--- config.mk ---
export PLATFORM = sky130hd
export DESIGN_NAME = keyword_command_recognizer
export DESIGN_NICKNAME = d
export VERILOG_FILES = /design/src/kcr_pkg.sv /design/src/kcr_match.sv /design/src/kcr_out.sv /design/src/keyword_command_recognizer.sv
export VERILOG_INCLUDE_DIRS = /design/src /design/src/src
export SDC_FILE = /design/constraint.sdc
export NUM_CORES = 1
export LEC_CHECK = 0
export BUFFER_PORTS_ARGS = -buffer_cell sky130_fd_sc_hd__buf_2
export CAP_MARGIN = 25
export CELL_PAD_IN_SITES_DETAIL_PLACEMENT = 1
export CELL_PAD_IN_SITES_GLOBAL_PLACEMENT = 1
export CORE_UTILIZATION = 32
export DETAILED_ROUTE_END_ITERATION = 12
export GPL_TIMING_DRIVEN = 0
export PLACE_DENSITY_LB_ADDON = 0.12
export SYNTH_ARGS = -nofsm -noshare
export SYNTH_HDL_FRONTEND = slang
export SYNTH_SLANG_ARGS = --single-unit
--- constraint.sdc ---
create_clock -name i_clk -period 6.8 [get_ports i_clk]
set_clock_uncertainty 0.2 [all_clocks]
set_input_delay 1.36 -clock i_clk [delete_from_list [all_inputs] [get_ports i_clk]]
set_output_delay 1.36 -clock i_clk [all_outputs]
set_load 0.01 [all_outputs]
--- src/keyword_command_recognizer_assert.svh ---
// Assertion helpers shared by the recognizer modules.
// Each macro checks a property on the rising clock edge and is switched
// off while the active-low reset is asserted.
`ifndef KEYWORD_COMMAND_RECOGNIZER_ASSERT_SVH
`define KEYWORD_COMMAND_RECOGNIZER_ASSERT_SVH

// Same-cycle implication.
`define KCR_ASSERT_IMP(label, clk, rst_n, ante, cons) \
    label: assert property (@(posedge clk) disable iff (!rst_n) (ante) |-> (cons)) \
        else $error("keyword_command_recognizer: assertion failed");

// Next-cycle implication.
`define KCR_ASSERT_NXT(label, clk, rst_n, ante, cons) \
    label: assert property (@(posedge clk) disable iff (!rst_n) (ante) |=> (cons)) \
        else $error("keyword_command_recognizer: assertion failed");

`endif

--- src/kcr_pkg.sv ---
`timescale 1ns / 1ps

package kcr_pkg;

    localparam int KW_COUNT = 11;

    localparam logic [2:0] POS_MAX = 3'd7;

    localparam logic [KW_COUNT-1:0] KW_ALL_ALIVE = {KW_COUNT{1'b1}};

    localparam logic [7:0] CHAR_LF  = 8'h0A;
    localparam logic [7:0] CHAR_CR  = 8'h0D;
    localparam logic [7:0] CHAR_NUL = 8'h00;

    // Command codes.
    localparam logic [2:0] CMD_UP          = 3'd0;
    localparam logic [2:0] CMD_DESCEND     = 3'd1;
    localparam logic [2:0] CMD_HALT        = 3'd2;
    localparam logic [2:0] CMD_BRAKE_APPLY = 3'd3;
    localparam logic [2:0] CMD_BRAKE_FREE  = 3'd4;
    localparam logic [2:0] CMD_CALIBRATE   = 3'd5;

    // Keyword text in priority order, padded with NUL to eight characters.
    localparam logic [7:0] KW_TEXT [KW_COUNT][8] = '{
        '{"u", "p", CHAR_NUL, CHAR_NUL, CHAR_NUL, CHAR_NUL, CHAR_NUL, CHAR_NUL},
        '{"s", "u", "b", CHAR_NUL, CHAR_NUL, CHAR_NUL, CHAR_NUL, CHAR_NUL},
        '{"d", "o", "w", "n", CHAR_NUL, CHAR_NUL, CHAR_NUL, CHAR_NUL},
        '{"d", "e", "s", "c", CHAR_NUL, CHAR_NUL, CHAR_NUL, CHAR_NUL},
        '{"s", "t", "o", "p", CHAR_NUL, CHAR_NUL, CHAR_NUL, CHAR_NUL},
        '{"p", "a", "r", CHAR_NUL, CHAR_NUL, CHAR_NUL, CHAR_NUL, CHAR_NUL},
        '{"b", "r", "a", "k", "e", CHAR_NUL, CHAR_NUL, CHAR_NUL},
        '{"f", "r", "e", "i", "o", CHAR_NUL, CHAR_NUL, CHAR_NUL},
        '{"r", "e", "l", "e", "a", "s", "e", CHAR_NUL},
        '{"s", "o", "l", "t", CHAR_NUL, CHAR_NUL, CHAR_NUL, CHAR_NUL},
        '{"c", "a", "l", CHAR_NUL, CHAR_NUL, CHAR_NUL, CHAR_NUL, CHAR_NUL}
    };

    localparam logic [2:0] KW_LEN [KW_COUNT] = '{
        3'd2, 3'd3, 3'd4, 3'd4, 3'd4, 3'd3, 3'd5, 3'd5, 3'd7, 3'd4, 3'd3
    };

    localparam logic [2:0] KW_CMD [KW_COUNT] = '{
        CMD_UP, CMD_UP, CMD_DESCEND, CMD_DESCEND, CMD_HALT, CMD_HALT,
        CMD_BRAKE_APPLY, CMD_BRAKE_APPLY, CMD_BRAKE_FREE, CMD_BRAKE_FREE, CMD_CALIBRATE
    };

    typedef struct packed {
        logic       valid;
        logic [2:0] command;
    } t_result;

endpackage

--- src/kcr_match.sv ---
`timescale 1ns / 1ps
`include "keyword_command_recognizer_assert.svh"

module kcr_match import kcr_pkg::*; (
    input  logic       i_clk,
    input  logic       i_rst_n,
    input  logic       i_step,
    input  logic [7:0] i_byte,
    output t_result    o_result
);

    logic [KW_COUNT-1:0] r_alive;
    logic [KW_COUNT-1:0] n_alive;
    logic [2:0]          r_pos;
    logic [2:0]          n_pos;
    logic                r_nonempty;
    logic                n_nonempty;
    logic [7:0]          ch;
    logic                is_eol;
    logic                found;

    always_comb begin
        ch = i_byte;
        if (i_byte >= "A" && i_byte <= "Z") begin
            ch = i_byte | 8'h20;
        end
        is_eol     = (i_byte == CHAR_LF) || (i_byte == CHAR_CR);
        n_alive    = r_alive;
        n_pos      = r_pos;
        n_nonempty = r_nonempty;
        found      = 1'b0;
        o_result   = '0;

        if (is_eol) begin
            if (r_nonempty) begin
                // The first keyword still alive and fully seen wins.
                for (int i = 0; i < KW_COUNT; i++) begin
                    if (!found && r_alive[i] && (r_pos >= KW_LEN[i])) begin
                        found            = 1'b1;
                        o_result.command = KW_CMD[i];
                    end
                end
                o_result.valid = found;
                n_alive        = KW_ALL_ALIVE;
                n_pos          = '0;
                n_nonempty     = 1'b0;
            end
        end else begin
            n_nonempty = 1'b1;
            if (r_pos != POS_MAX) begin
                for (int i = 0; i < KW_COUNT; i++) begin
                    if ((r_pos < KW_LEN[i]) && (KW_TEXT[i][r_pos] != ch)) begin
                        n_alive[i] = 1'b0;
                    end
                end
                n_pos = r_pos + 3'd1;
            end
        end
    end

    always_ff @(posedge i_clk) begin
        if (!i_rst_n) begin
            r_alive    <= KW_ALL_ALIVE;
            r_pos      <= '0;
            r_nonempty <= 1'b0;
        end else if (i_step) begin
            r_alive    <= n_alive;
            r_pos      <= n_pos;
            r_nonempty <= n_nonempty;
        end
    end

    // A line holds bytes exactly when the position counter has moved.
    `KCR_ASSERT_IMP(a_nonempty_pos, i_clk, i_rst_n, 1'b1, r_nonempty == (r_pos != 3'd0))
    // No keyword can be ruled out before the first byte of a line.
    `KCR_ASSERT_IMP(a_fresh_alive, i_clk, i_rst_n, r_pos == 3'd0, r_alive == KW_ALL_ALIVE)
    // Ending a non-empty line returns the line state to its start.
    `KCR_ASSERT_NXT(a_eol_clear, i_clk, i_rst_n, i_step && is_eol && r_nonempty,
        r_pos == 3'd0 && !r_nonempty)

endmodule

--- src/kcr_out.sv ---
`timescale 1ns / 1ps

module kcr_out import kcr_pkg::*; (
    input  logic       i_clk,
    input  logic       i_rst_n,
    input  logic       i_load,
    input  t_result    i_result,
    input  logic       i_ready,
    output logic       o_valid,
    output logic [2:0] o_command
);

    logic       r_valid;
    logic [2:0] r_command;

    always_ff @(posedge i_clk) begin
        if (!i_rst_n) begin
            r_valid <= 1'b0;
        end else if (i_load && i_result.valid) begin
            r_valid <= 1'b1;
        end else if (i_ready) begin
            r_valid <= 1'b0;
        end
    end

    always_ff @(posedge i_clk) begin
        if (i_load && i_result.valid) begin
            r_command <= i_result.command;
        end
    end

    assign o_valid   = r_valid;
    assign o_command = r_command;

endmodule

--- src/keyword_command_recognizer.sv ---
// Keyword command recognizer.
// Input channel: one received text byte per transaction on i_rx_byte, with
// i_in_valid / o_in_ready. Letters are folded to lower case, and LF or CR
// ends a line. A non-empty line that starts with one of the known keywords
// yields one command transaction on o_command (o_out_valid / i_out_ready);
// empty and unmatched lines yield nothing.
// An accepted byte sits in the input register and is evaluated there; its
// command, if any, is loaded into the output register once that register is
// free, and the receiver takes it from there.
// Throughput: one byte per cycle while the output side keeps up; the only
// limit is the single output register.
// Reset (i_rst_n low, synchronous) empties both registers and restarts the
// line state with every keyword still possible.
// When the receiver stalls with a command waiting, the byte in the input
// register waits too and o_in_ready drops; no transaction is lost.
`timescale 1ns / 1ps
`include "keyword_command_recognizer_assert.svh"

module keyword_command_recognizer import kcr_pkg::*; (
    input  logic       i_clk,
    input  logic       i_rst_n,
    input  logic       i_in_valid,
    output logic       o_in_ready,
    input  logic [7:0] i_rx_byte,
    output logic       o_out_valid,
    input  logic       i_out_ready,
    output logic [2:0] o_command
);

    // Input register stage.
    logic       r_in_valid;
    logic [7:0] r_in_byte;

    // The held byte is consumed when the output register can take a result.
    logic       out_free;
    logic       advance;
    t_result    result;

    assign out_free   = !o_out_valid || i_out_ready;
    assign advance    = r_in_valid && out_free;
    assign o_in_ready = !r_in_valid || advance;

    always_ff @(posedge i_clk) begin
        if (!i_rst_n) begin
            r_in_valid <= 1'b0;
        end else if (o_in_ready) begin
            r_in_valid <= i_in_valid;
        end
    end

    always_ff @(posedge i_clk) begin
        if (i_in_valid && o_in_ready) begin
            r_in_byte <= i_rx_byte;
        end
    end

    // Per-line keyword tracking and command selection.
    kcr_match u_match (
        .i_clk    (i_clk),
        .i_rst_n  (i_rst_n),
        .i_step   (advance),
        .i_byte   (r_in_byte),
        .o_result (result)
    );

    // Result register toward the receiver.
    kcr_out u_out (
        .i_clk     (i_clk),
        .i_rst_n   (i_rst_n),
        .i_load    (advance),
        .i_result  (result),
        .i_ready   (i_out_ready),
        .o_valid   (o_out_valid),
        .o_command (o_command)
    );

    // An empty output register never holds back the input side.
    `KCR_ASSERT_IMP(a_ready_when_free, i_clk, i_rst_n, !o_out_valid, o_in_ready)
    // A command found for the held byte shows up at the output next cycle.
    `KCR_ASSERT_NXT(a_result_lands, i_clk, i_rst_n, advance && result.valid, o_out_valid)
    // A held byte is consumed whenever the receiver takes the pending command.
    `KCR_ASSERT_IMP(a_drain_moves, i_clk, i_rst_n, r_in_valid && o_out_valid && i_out_ready,
        advance)

endmodule
==> flow_summary.ini, run 1 <==
[outcome]
status = finished clean

[sta]
setup_viol = 0
period_needed_ns = 3.52
rsz0062_at_grt = false
tightest_slew_ns = 0.665
report.final.hold_viol_count = 0
final_max_slew_viol_count = 0
fin_crit_sh_pct = 51.8
max_slew_margin_pct = 55.5
final.setup.tns_ns = 0
fmax_mhz = 284
setup_slack_ns = 3.28

[clocking]
cts_made_buffers = 3
h-tree-depth = 1
cts.path.max_buffers = 2
cts_sinks = 28
clockRootBuffer = clkbuf_8
ctsHoldBuffers = 0
post_cts_resized = 0
tritoncts = done
clkTransAtPathRegs_ns = 0.10
insertion_delay_ns = 0.28
post_cts_buffers = 0

[cells_and_area]
drive_gt1_share_pct = 13.8
syn_to_final_growth_pct = 10.6
fin_nets = 326
antenna_cells = 0

[logic_synthesis]
postSynthCellCount = 284
synth_edf_count = 11
ys_ff_latch = 28
syn-num-nets = 305
async_flop_share_pct = 0
yosysSeqAreaShare_pct = 29.1
ys_warn_count = 0
syn_avg_cell_area_um2 = 8.12
synth_area_mm2 = 0.00231
synth-main-ff-cell = dfxtp_1
yosysUniqueCellTypes = 59

[min_path]
hold_class = flop to flop

[flow_run]
maxCapViolCount = 0

[power_and_ir_drop]
vdd_drop_max_uv = 91.2
p_leak_uw = 0.000953
powerDensity_mw_per_mm2 = 160

[global_routing]
grt_pass1_wl_um = 11800
antenna_found_initial = 0
grt_pass1_vias = 2111
overflow = 0
grt_max_degree = 16
grt.total_usage_pct = 20.5

[floorplan]
io_pins = 17
die_area_mm2 = 0.00755
core.rowCount = 30
core_mm2 = 0.00687
start_util_pct = 33.6
die_y_um = 86.9
fp.dieW_um = 86.9

[critical_path]
path_buf_inv = 3
critical_path_required_ns = 6.61
path_delay_family = simple AND/OR/NAND/NOR gates
r2r_setup_slack_ns = 3.28
end_kind = flop
setup.worst_path.class = flop to flop
cpMaxStageDelayCell = dfxtp_1
critical_path_arrival_ns = 3.33
worst_path_largest_cell_delay_ns = 0.57
start_kind = flop
path_max_fanout = 10
crit_top_cell = clkbuf_1
path_cells = clkbuf_1 -> inv_1 -> ha_1 -> clkbuf_1 -> or3_1 -> o211ai_1 -> nand2_1 -> nor4b_1 -> nor3_1

[drt]
vias_per_cell = 5.53
antenna_left = 0
vias = 2213
drc_errors = 0
drt_wl_total_um = 7230
drt_iter0_drc = 109
wire_per_inst_um = 18.1
first_pass_iters = 4

[place]
place_congestion = 0.845
dp_hpwl_um = 5490
pre_cts_slack_ns = 3.35
port-buffer-count = 16
[final timing paths]
kind | start | end | cells past startpoint
max | u_match.r_pos[1]$_SDFFE_PN0P_ | u_out.o_command[0]$_SDFFCE_PN0P_ | 9
min reg2reg | u_match.r_alive[9]$_SDFFE_PN1P_ | u_match.r_alive[9]$_SDFFE_PN1P_ | 2
min | u_match.r_alive[9]$_SDFFE_PN1P_ | u_match.r_alive[9]$_SDFFE_PN1P_ | 2
max reg2reg | u_match.r_pos[1]$_SDFFE_PN0P_ | u_out.o_command[0]$_SDFFCE_PN0P_ | 9
[cells in the final DEF (no fill, tap or decap), types with 5 or more instances in the layout]
cell,count
nand3_1,9
ha_1,9
dfxtp_1,17
a21oi_1,20
nand2_1,17
o21ai_0,18
nand4_1,5
or3_1,5
xnor2_1,13
nor2_1,31
xor2_1,8
nor2b_1,7
inv_1,6
nor3_1,10
edfxtp_1,11
clkbuf_1,11
buf_2,28
[where the power goes]
group | switching [µW] | internal, µW
combinational | 70.4 | 47.5
sequential | 11.2 | 185
clock | 52.2 | 40.6
[cells in the mapped netlist (2+ instances only)]
cell type / instances / area [µm²]
o32a_1: 2 / 20.0
nor4bb_1: 3 / 30.0
o31ai_1: 3 / 22.5
nor3b_1: 3 / 22.5
xor2_1: 8 / 70.1
o221ai_1: 2 / 17.5
nor2b_1: 7 / 43.8
nand3_1: 9 / 45.0
o211a_1: 2 / 20.0
or3_1: 5 / 31.3
nor2_1: 31 / 116
o21ai_0: 18 / 90.1
mux2i_1: 2 / 20.0
ha_1: 9 / 113
a22oi_1: 3 / 22.5
buf_6: 2 / 22.5
nand3b_1: 4 / 30.0
nand2_1: 17 / 63.8
nand2b_1: 4 / 25.0
nor3_1: 10 / 50.1
a211oi_1: 2 / 15.0
and2_1: 2 / 12.5
o21a_1: 3 / 22.5
a31oi_1: 3 / 18.8
a21o_1: 2 / 15.0
buf_2: 12 / 60.1
a21oi_1: 20 / 100
o22ai_1: 3 / 18.8
dfxtp_1: 17 / 340
or3b_2: 2 / 17.5
xnor2_1: 13 / 114
nand4_1: 5 / 31.3
clkbuf_1: 11 / 41.3
edfxtp_1: 11 / 330
a221o_1: 3 / 30.0
a221oi_1: 2 / 17.5
inv_1: 6 / 22.5
nor4_1: 2 / 12.5
[per-stage QoR]
stage | utilization [%] | total power [µW] | hold slack [ns] | std cells | area [µm²]
2_1_floorplan | - | 285 | 0.262 | 284 | 2310
3_3_place_gp | 36.5 | 316 | 0.272 | 396 | 2510
3_5_place_dp | 36.5 | 317 | 0.288 | 396 | 2510
4_1_cts | 37.1 | 411 | 0.302 | 400 | 2550
5_1_grt | 37.1 | 430 | 0.327 | 400 | 2550
6_report | 37.1 | 407 | 0.301 | 400 | 2550
[per-layer routing]
layer	track usage (%)	part of all wire, %
met1	28.9	48
met5	0	0
met4	2.88	0.76
met3	2.37	3.2
met2	34.2	48
[sequential cells by signal, summed over array words and instances (netlist names)]
register            count
r_in_byte               8
u_out.o_valid           1
r_in_valid              1
u_match.r_nonempty      1
u_match.r_pos           3
u_match.r_alive        11
u_out.o_command         3
[cells by family (layout without fill, tap and decap cells)]
kind of cell / Yosys count / count (layout) / synth area share, %
compound gates: 80 / 80 / 23.2
xor+xnor: 21 / 21 / 7.98
fa+ha+maj: 9 / 9 / 4.88
buf+inv: 31 / 51 / 6.35
flops: 28 / 28 / 29.1
mux: 3 / 3 / 1.84
simple gates: 112 / 112 / 26.6
[final cells by class]
type	instances	area [µm²]
clock buffers	3	41.3
repair buffers	16	80.1
clock inverters	1	3.75
well taps	96	120
multi-input cells	225	1490
flip-flops and latches	28	671
inverters	6	22.5
plain buffers	25	124
fillers	850	4320
[worst reg2reg max path: stages, from the launching register on]
cell      delay, ns
dfxtp_1        0.57
clkbuf_1       0.46
inv_1          0.26
ha_1           0.24
clkbuf_1       0.24
or3_1          0.37
o211ai_1       0.14
nand2_1        0.14
nor4b_1        0.44
nor3_1         0.21
Note: power is estimated with default switching activity, not from simulation.
==> inputs of run 2 (changes only) <==
--- a/config.mk
+++ b/config.mk
@@ -6,6 +6,7 @@
 export SDC_FILE = /design/constraint.sdc
 export NUM_CORES = 1
 export LEC_CHECK = 0
+export ABC_AREA = 1
 export BUFFER_PORTS_ARGS = -buffer_cell sky130_fd_sc_hd__buf_2
 export CAP_MARGIN = 25
 export CELL_PAD_IN_SITES_DETAIL_PLACEMENT = 1
==> constraint.sdc (replaced) <==
create_clock -name i_clk -period 3.2 [get_ports i_clk]
set_clock_uncertainty 0.2 [all_clocks]
set_input_delay 0.64 -clock i_clk [delete_from_list [all_inputs] [get_ports i_clk]]
set_output_delay 0.64 -clock i_clk [all_outputs]
set_load 0.01 [all_outputs]
==> flow_summary.ini, run 2 <==
[outcome]
status = finished clean

[cells_and_area]
drive_gt1_share_pct = 16.0
fin_nets = 360
seqCellArea_um2 = 671
fillers = 870
final_util_pct = 36.6
final_area_mm2 = 0.00247
syn_to_final_growth_pct = 11.1
fin_cells = 418
multi_input_area_mm2 = 0.00133
largest_reg_flops = 11
top_register = u_match.r_alive
antenna_cells = 0
layout_common_cells = nand2_1 (98), inv_1 (29), nand3_1 (23), buf_2 (19)
final_common_cell = nand2_1
top_regs = u_match.r_alive: 11 flops, r_in_byte: 8 flops

[critical_path]
rr_worst_depth = 13
r2r-start = u_match.r_pos[0]$_SDFFE_PN0P_
critical_path_arrival_ns = 2.60
critical_path_required_ns = 3.23
start_kind = flop
path_max_fanout = 9
r2r_setup_slack_ns = 0.63
end_kind = flop
setup.worst_path.class = flop to flop
worst_r2r_endpoint = u_match.r_alive[10]$_SDFFE_PN1P_

[power_and_ir_drop]
p_leak_uw = 0.00118
switching_power_uw = 304
p_clk_share_pct = 27.9
switching_share_pct = 33.1
p_int_uw = 613
pwr-share-comb_pct = 27.5
vdd_drop_max_uv = 225
seq_power_share_pct = 44.6
powerDensity_mw_per_mm2 = 371

[drt]
vias = 2086
drc_errors = 0
antenna_left = 0
vias_per_cell = 4.99
wire_per_inst_um = 15.7
drt_wl_total_um = 6560
first_pass_iters = 4
drt_iter0_drc = 93

[sta]
fmax_mhz = 390
worst_hold_slack_ns = 0.250
final.setup.tns_ns = 0
fin_crit_sh_pct = 80.2
report.final.hold_viol_count = 0
rsz0062_at_grt = false
final_max_slew_viol_count = 0
max_slew_margin_pct = 62.8
period_needed_ns = 2.57
setup_viol = 0
tightest_slew_ns = 0.557

[clocking]
cts.path.max_buffers = 2
cts_sinks = 28
tritoncts = done
ctsHoldBuffers = 0
insertion_delay_ns = 0.28
clockRootBuffer = clkbuf_8
post_cts_buffers = 0
h-tree-depth = 1
clkTransAtPathRegs_ns = 0.10
post_cts_resized = 0
cts_made_buffers = 3

[logic_synthesis]
syn_avg_cell_area_um2 = 6.99
postSynthCellCount = 318
netlist_top_cells_count = nand2_1 (98), inv_1 (29), nand3_1 (23), nor2_1 (18), o21ai_0 (18)
ys_ff_latch = 28
synth.area.top_cells = nand2_1 (17%), dfxtp_1 (15%), edfxtp_1 (15%), xor2_1 (5.9%), nand3_1 (5.2%)
yosysSeqAreaShare_pct = 30.2
yosysUniqueCellTypes = 41
async_flop_share_pct = 0
yosysTopAreaCell = nand2_1
syn-num-nets = 339
synth_top_area_share_pct = 16.5
synth_area_mm2 = 0.00222
synth-main-ff-cell = dfxtp_1
ys_warn_count = 0
synth_edf_count = 11
synth.most_common_cell = nand2_1

[floorplan]
die_y_um = 85.4
die_area_mm2 = 0.00729
fp.dieW_um = 85.4
core_mm2 = 0.00676
io_pins = 17
start_util_pct = 32.9
core.rowCount = 30

[place]
dp_cells = 414
port-buffer-count = 16
dp_hpwl_um = 5220
placed_area_mm2 = 0.00240
place_congestion = 0.827

[flow_run]
maxCapViolCount = 0

[global_routing]
antenna_found_initial = 0
busiest_layer = met2
grt_use_met1_pct = 27.2
grt.total_usage_pct = 19.1
use_met2_pct = 31.8
overflow = 0
grt_pass1_vias = 2057
met3_usage_pct = 1.46
grt_max_degree = 17
grt_pass1_wl_um = 10700

[min_path]
hold_class = flop to flop
min_path_cells = 2
worst_hold_startpoint = u_match.r_alive[7]$_SDFFE_PN1P_
min_to = u_match.r_alive[7]$_SDFFE_PN1P_
## run 2: changes by cell type after synthesis, moves of 5 or more
cell	change
inv_1	+23
xnor2_1	-12
nor2b_1	-7
nor2_1	-13
a21oi_1	-5
clkbuf_1	-11
or3_1	-5
buf_2	-9
xor2_1	+7
inv_2	+7
nand2_1	+81
nand3_1	+14
## run 2: how the worst max path moves through the flow
stage,start,to,cells after the start
after floorplan,u_match.r_pos[1]$_SDFFE_PN0P_,u_out.o_command[0]$_SDFFCE_PN0P_,10
after global placement,u_match.r_pos[0]$_SDFFE_PN0P_,u_match.r_alive[10]$_SDFFE_PN1P_,13
after detailed placement,u_match.r_pos[0]$_SDFFE_PN0P_,u_match.r_alive[10]$_SDFFE_PN1P_,13
after CTS,u_match.r_pos[0]$_SDFFE_PN0P_,u_match.r_alive[10]$_SDFFE_PN1P_,13
after global routing,u_match.r_pos[0]$_SDFFE_PN0P_,u_match.r_alive[10]$_SDFFE_PN1P_,13
final,u_match.r_pos[0]$_SDFFE_PN0P_,u_match.r_alive[10]$_SDFFE_PN1P_,13
## run 2: final cells by class
cell class	count	area share, %
Buffer	9	3.04
Inverter	38	5.93
Sequential cell	28	27.2
Tap cell	80	4.05
Timing Repair Buffer	16	3.24
Clock buffer	4	2.68
Multi-Input combinational cell	243	53.9
## run 2: worst max-delay path, stage by stage (launching register included)
cell,delay [ns]
dfxtp_1,0.37
buf_2,0.19
inv_1,0.19
ha_1,0.23
inv_1,0.07
nor2_1,0.31
inv_1,0.10
nand2_1,0.10
o2111ai_1,0.12
nor3_1,0.29
nand2_1,0.15
nand2_1,0.09
nand2_1,0.05
nand2_1,0.05
## run 2: power groups by stage
stage / logic, µW / clock network (µW) / registers, µW
2_1_floorplan: 189 / 0 / 412
3_3_place_gp: 249 / 0 / 417
3_5_place_dp: 251 / 0 / 417
4_1_cts: 253 / 263 / 409
5_1_grt: 286 / 276 / 412
6_report: 252 / 255 / 409
## run 2: cells by family after synthesis
group,Yosys count,synth area share (%)
simple gates,167,34.3
compound gates,50,13.5
buf+inv,47,9.96
flops,28,30.2
xor+xnor,17,7.03
fa+ha+maj,9,5.06
## run 2: metrics by stage
stage	total power, µW	worst slack (ns)
final	917	0.633
after floorplan	601	1.25
after CTS	925	0.625
after global placement	665	0.640
after detailed placement	669	0.652
after global routing	974	0.350
## run 2: routing by layer
| metal | wire (µm) | part of all wire, % | vias up |
|---|---|---|---|
| li1 | - | - | 1082 |
| met1 | 3370 | 51 | 973 |
| met2 | 2980 | 45 | 23 |
| met3 | 126 | 1.9 | 8 |
| met4 | 78 | 1.2 | 0 |
| met5 | 0 | 0 | - |
==> inputs of run 3 (changes only) <==
==> constraint.sdc (replaced) <==
create_clock -name i_clk -period 2.4 [get_ports i_clk]
set_clock_uncertainty 0.2 [all_clocks]
set_input_delay 0.48 -clock i_clk [delete_from_list [all_inputs] [get_ports i_clk]]
set_output_delay 0.48 -clock i_clk [all_outputs]
set_load 0.01 [all_outputs]
==> flow_summary.ini, run 3 (synthesis results as in run 2) <==
[cells_and_area]
fin_nets = 361
final_util_pct = 37.1
antenna_cells = 0
top_register = u_match.r_alive
final_area_mm2 = 0.00250
fillers = 870
syn_to_final_growth_pct = 12.6
layout_common_cells = nand2_1 (98), inv_1 (28), nand3_1 (23), o21ai_0 (18), buf_2 (18)
largest_reg_flops = 11
final_common_cell = nand2_1
top_regs = u_match.r_alive: 11 flops, r_in_byte: 8 flops
seqCellArea_um2 = 673
multi_input_area_mm2 = 0.00135
drive_gt1_share_pct = 18.0

[sta]
period_needed_ns = 2.26
max_slew_margin_pct = 76.1
tightest_slew_ns = 0.355
fin_crit_sh_pct = 94.0
setup_slack_ns = 0.144
setup_viol = 0
rsz0062_at_grt = false
report.final.hold_viol_count = 0
worst_hold_slack_ns = 0.168
final_max_slew_viol_count = 0
fmax_mhz = 443

[global_routing]
grt_pass1_wl_um = 10700
grt_pass1_vias = 2057
overflow = 0
grt.total_usage_pct = 19.1
antenna_found_initial = 0
grt_max_degree = 17

[power_and_ir_drop]
vdd_drop_max_uv = 301
powerDensity_mw_per_mm2 = 492
power_uw = 1230
p_leak_uw = 0.00119

[drt]
vias = 2092
wire_per_inst_um = 15.7
drt_iter0_drc = 91
drt_wl_total_um = 6570
drc_errors = 0
first_pass_iters = 4
antenna_left = 0
vias_per_cell = 4.99

[clocking]
ctsHoldBuffers = 0
clkTransAtPathRegs_ns = 0.10
tritoncts = done
clockRootBuffer = clkbuf_8
cts.path.max_buffers = 2
h-tree-depth = 1
cts_sinks = 28
cts_made_buffers = 3
insertion_delay_ns = 0.28

[place]
pre_cts_slack_ns = -0.148
placed_area_mm2 = 0.00240
place_congestion = 0.827
port-buffer-count = 16
dp_hpwl_um = 5220

[critical_path]
path_max_fanout = 9
critical_path_required_ns = 2.38
r2r-start = u_match.r_pos[0]$_SDFFE_PN0P_
endpoint = u_match.r_alive[7]$_SDFFE_PN1P_
worst_r2r_endpoint = u_match.r_alive[7]$_SDFFE_PN1P_
r2r_setup_slack_ns = 0.14
setup.worst_path.class = flop to flop
critical_path_arrival_ns = 2.24
crit_start = u_match.r_pos[0]$_SDFFE_PN0P_
start_kind = flop
rr_worst_depth = 12
end_kind = flop

[flow_run]
maxCapViolCount = 0

[outcome]
status = finished clean

[floorplan]
fp.dieW_um = 85.4
core.rowCount = 30
core_mm2 = 0.00676
die_area_mm2 = 0.00729
start_util_pct = 32.9
die_y_um = 85.4
io_pins = 17

[min_path]
hold_class = input pin to flop
==> run 3: how the worst min path moves through the flow <==
| stage | start | end | cells past startpoint | slack (ns) |
|---|---|---|---|---|
| 2_1_floorplan | u_match.r_alive[3]$_SDFFE_PN1P_ | u_match.r_alive[3]$_SDFFE_PN1P_ | 2 | 0.21 |
| 3_3_place_gp | u_match.r_alive[2]$_SDFFE_PN1P_ | u_match.r_alive[2]$_SDFFE_PN1P_ | 2 | 0.23 |
| 3_5_place_dp | u_match.r_alive[2]$_SDFFE_PN1P_ | u_match.r_alive[2]$_SDFFE_PN1P_ | 2 | 0.23 |
| 4_1_cts | i_rx_byte[2] | r_in_byte[2]$_DFFE_PP_ | 1 | 0.16 |
| 5_1_grt | i_rx_byte[7] | r_in_byte[7]$_DFFE_PP_ | 1 | 0.16 |
| 6_report | i_rx_byte[5] | r_in_byte[5]$_DFFE_PP_ | 1 | 0.17 |
==> run 3: stage by stage <==
stage / std cells / TNS (ns)
6_report: 419 / 0
5_1_grt: 419 / 0
4_1_cts: 418 / 0
3_5_place_dp: 414 / -0.267
3_3_place_gp: 414 / -0.299
2_1_floorplan: 318 / 0
==> run 3: area by class of cell <==
type                    instances  share of cell area (%)
multi-input cells             243                    53.9
flip-flops and latches         28                    26.9
inverters                      38                    6.00
well taps                      80                    4.00
repair buffers                 17                    3.50
plain buffers                   9                    3.10
clock buffers                   4                    2.65
==> run 3: worst max-delay path: stages (launching register included) <==
cell,delay (ns)
dfxtp_2,0.39
buf_4,0.19
clkinvlp_4,0.14
ha_1,0.25
inv_1,0.12
nand2_1,0.15
o21ai_0,0.15
xor2_1,0.23
nor3_1,0.08
nand3_1,0.10
nand2_1,0.06
nand2_1,0.05
nand2_1,0.04
==> run 3: power by group <==
part / internal [µW] / switching (µW) / leakage (µW)
clock: 182 / 158 / 0.0000339
combinational: 118 / 226 / 0.000901
sequential: 522 / 24.5 / 0.000255
total: 822 / 409 / 0.00119
==> run 3: metal layers <==
metal  routed length (µm)  track usage [%]
met1                 3370             27.2
met2                 3010             31.8
met3                  111             1.46
met4                   78             3.79
met5                    0                0
==> run 3: repair_timing <==
action | CTS | global route
pin swaps | 0 | 1
gates resized for setup | 4 | 5
setup buffers | 0 | 1
setup endpoints to repair | 6 | 9
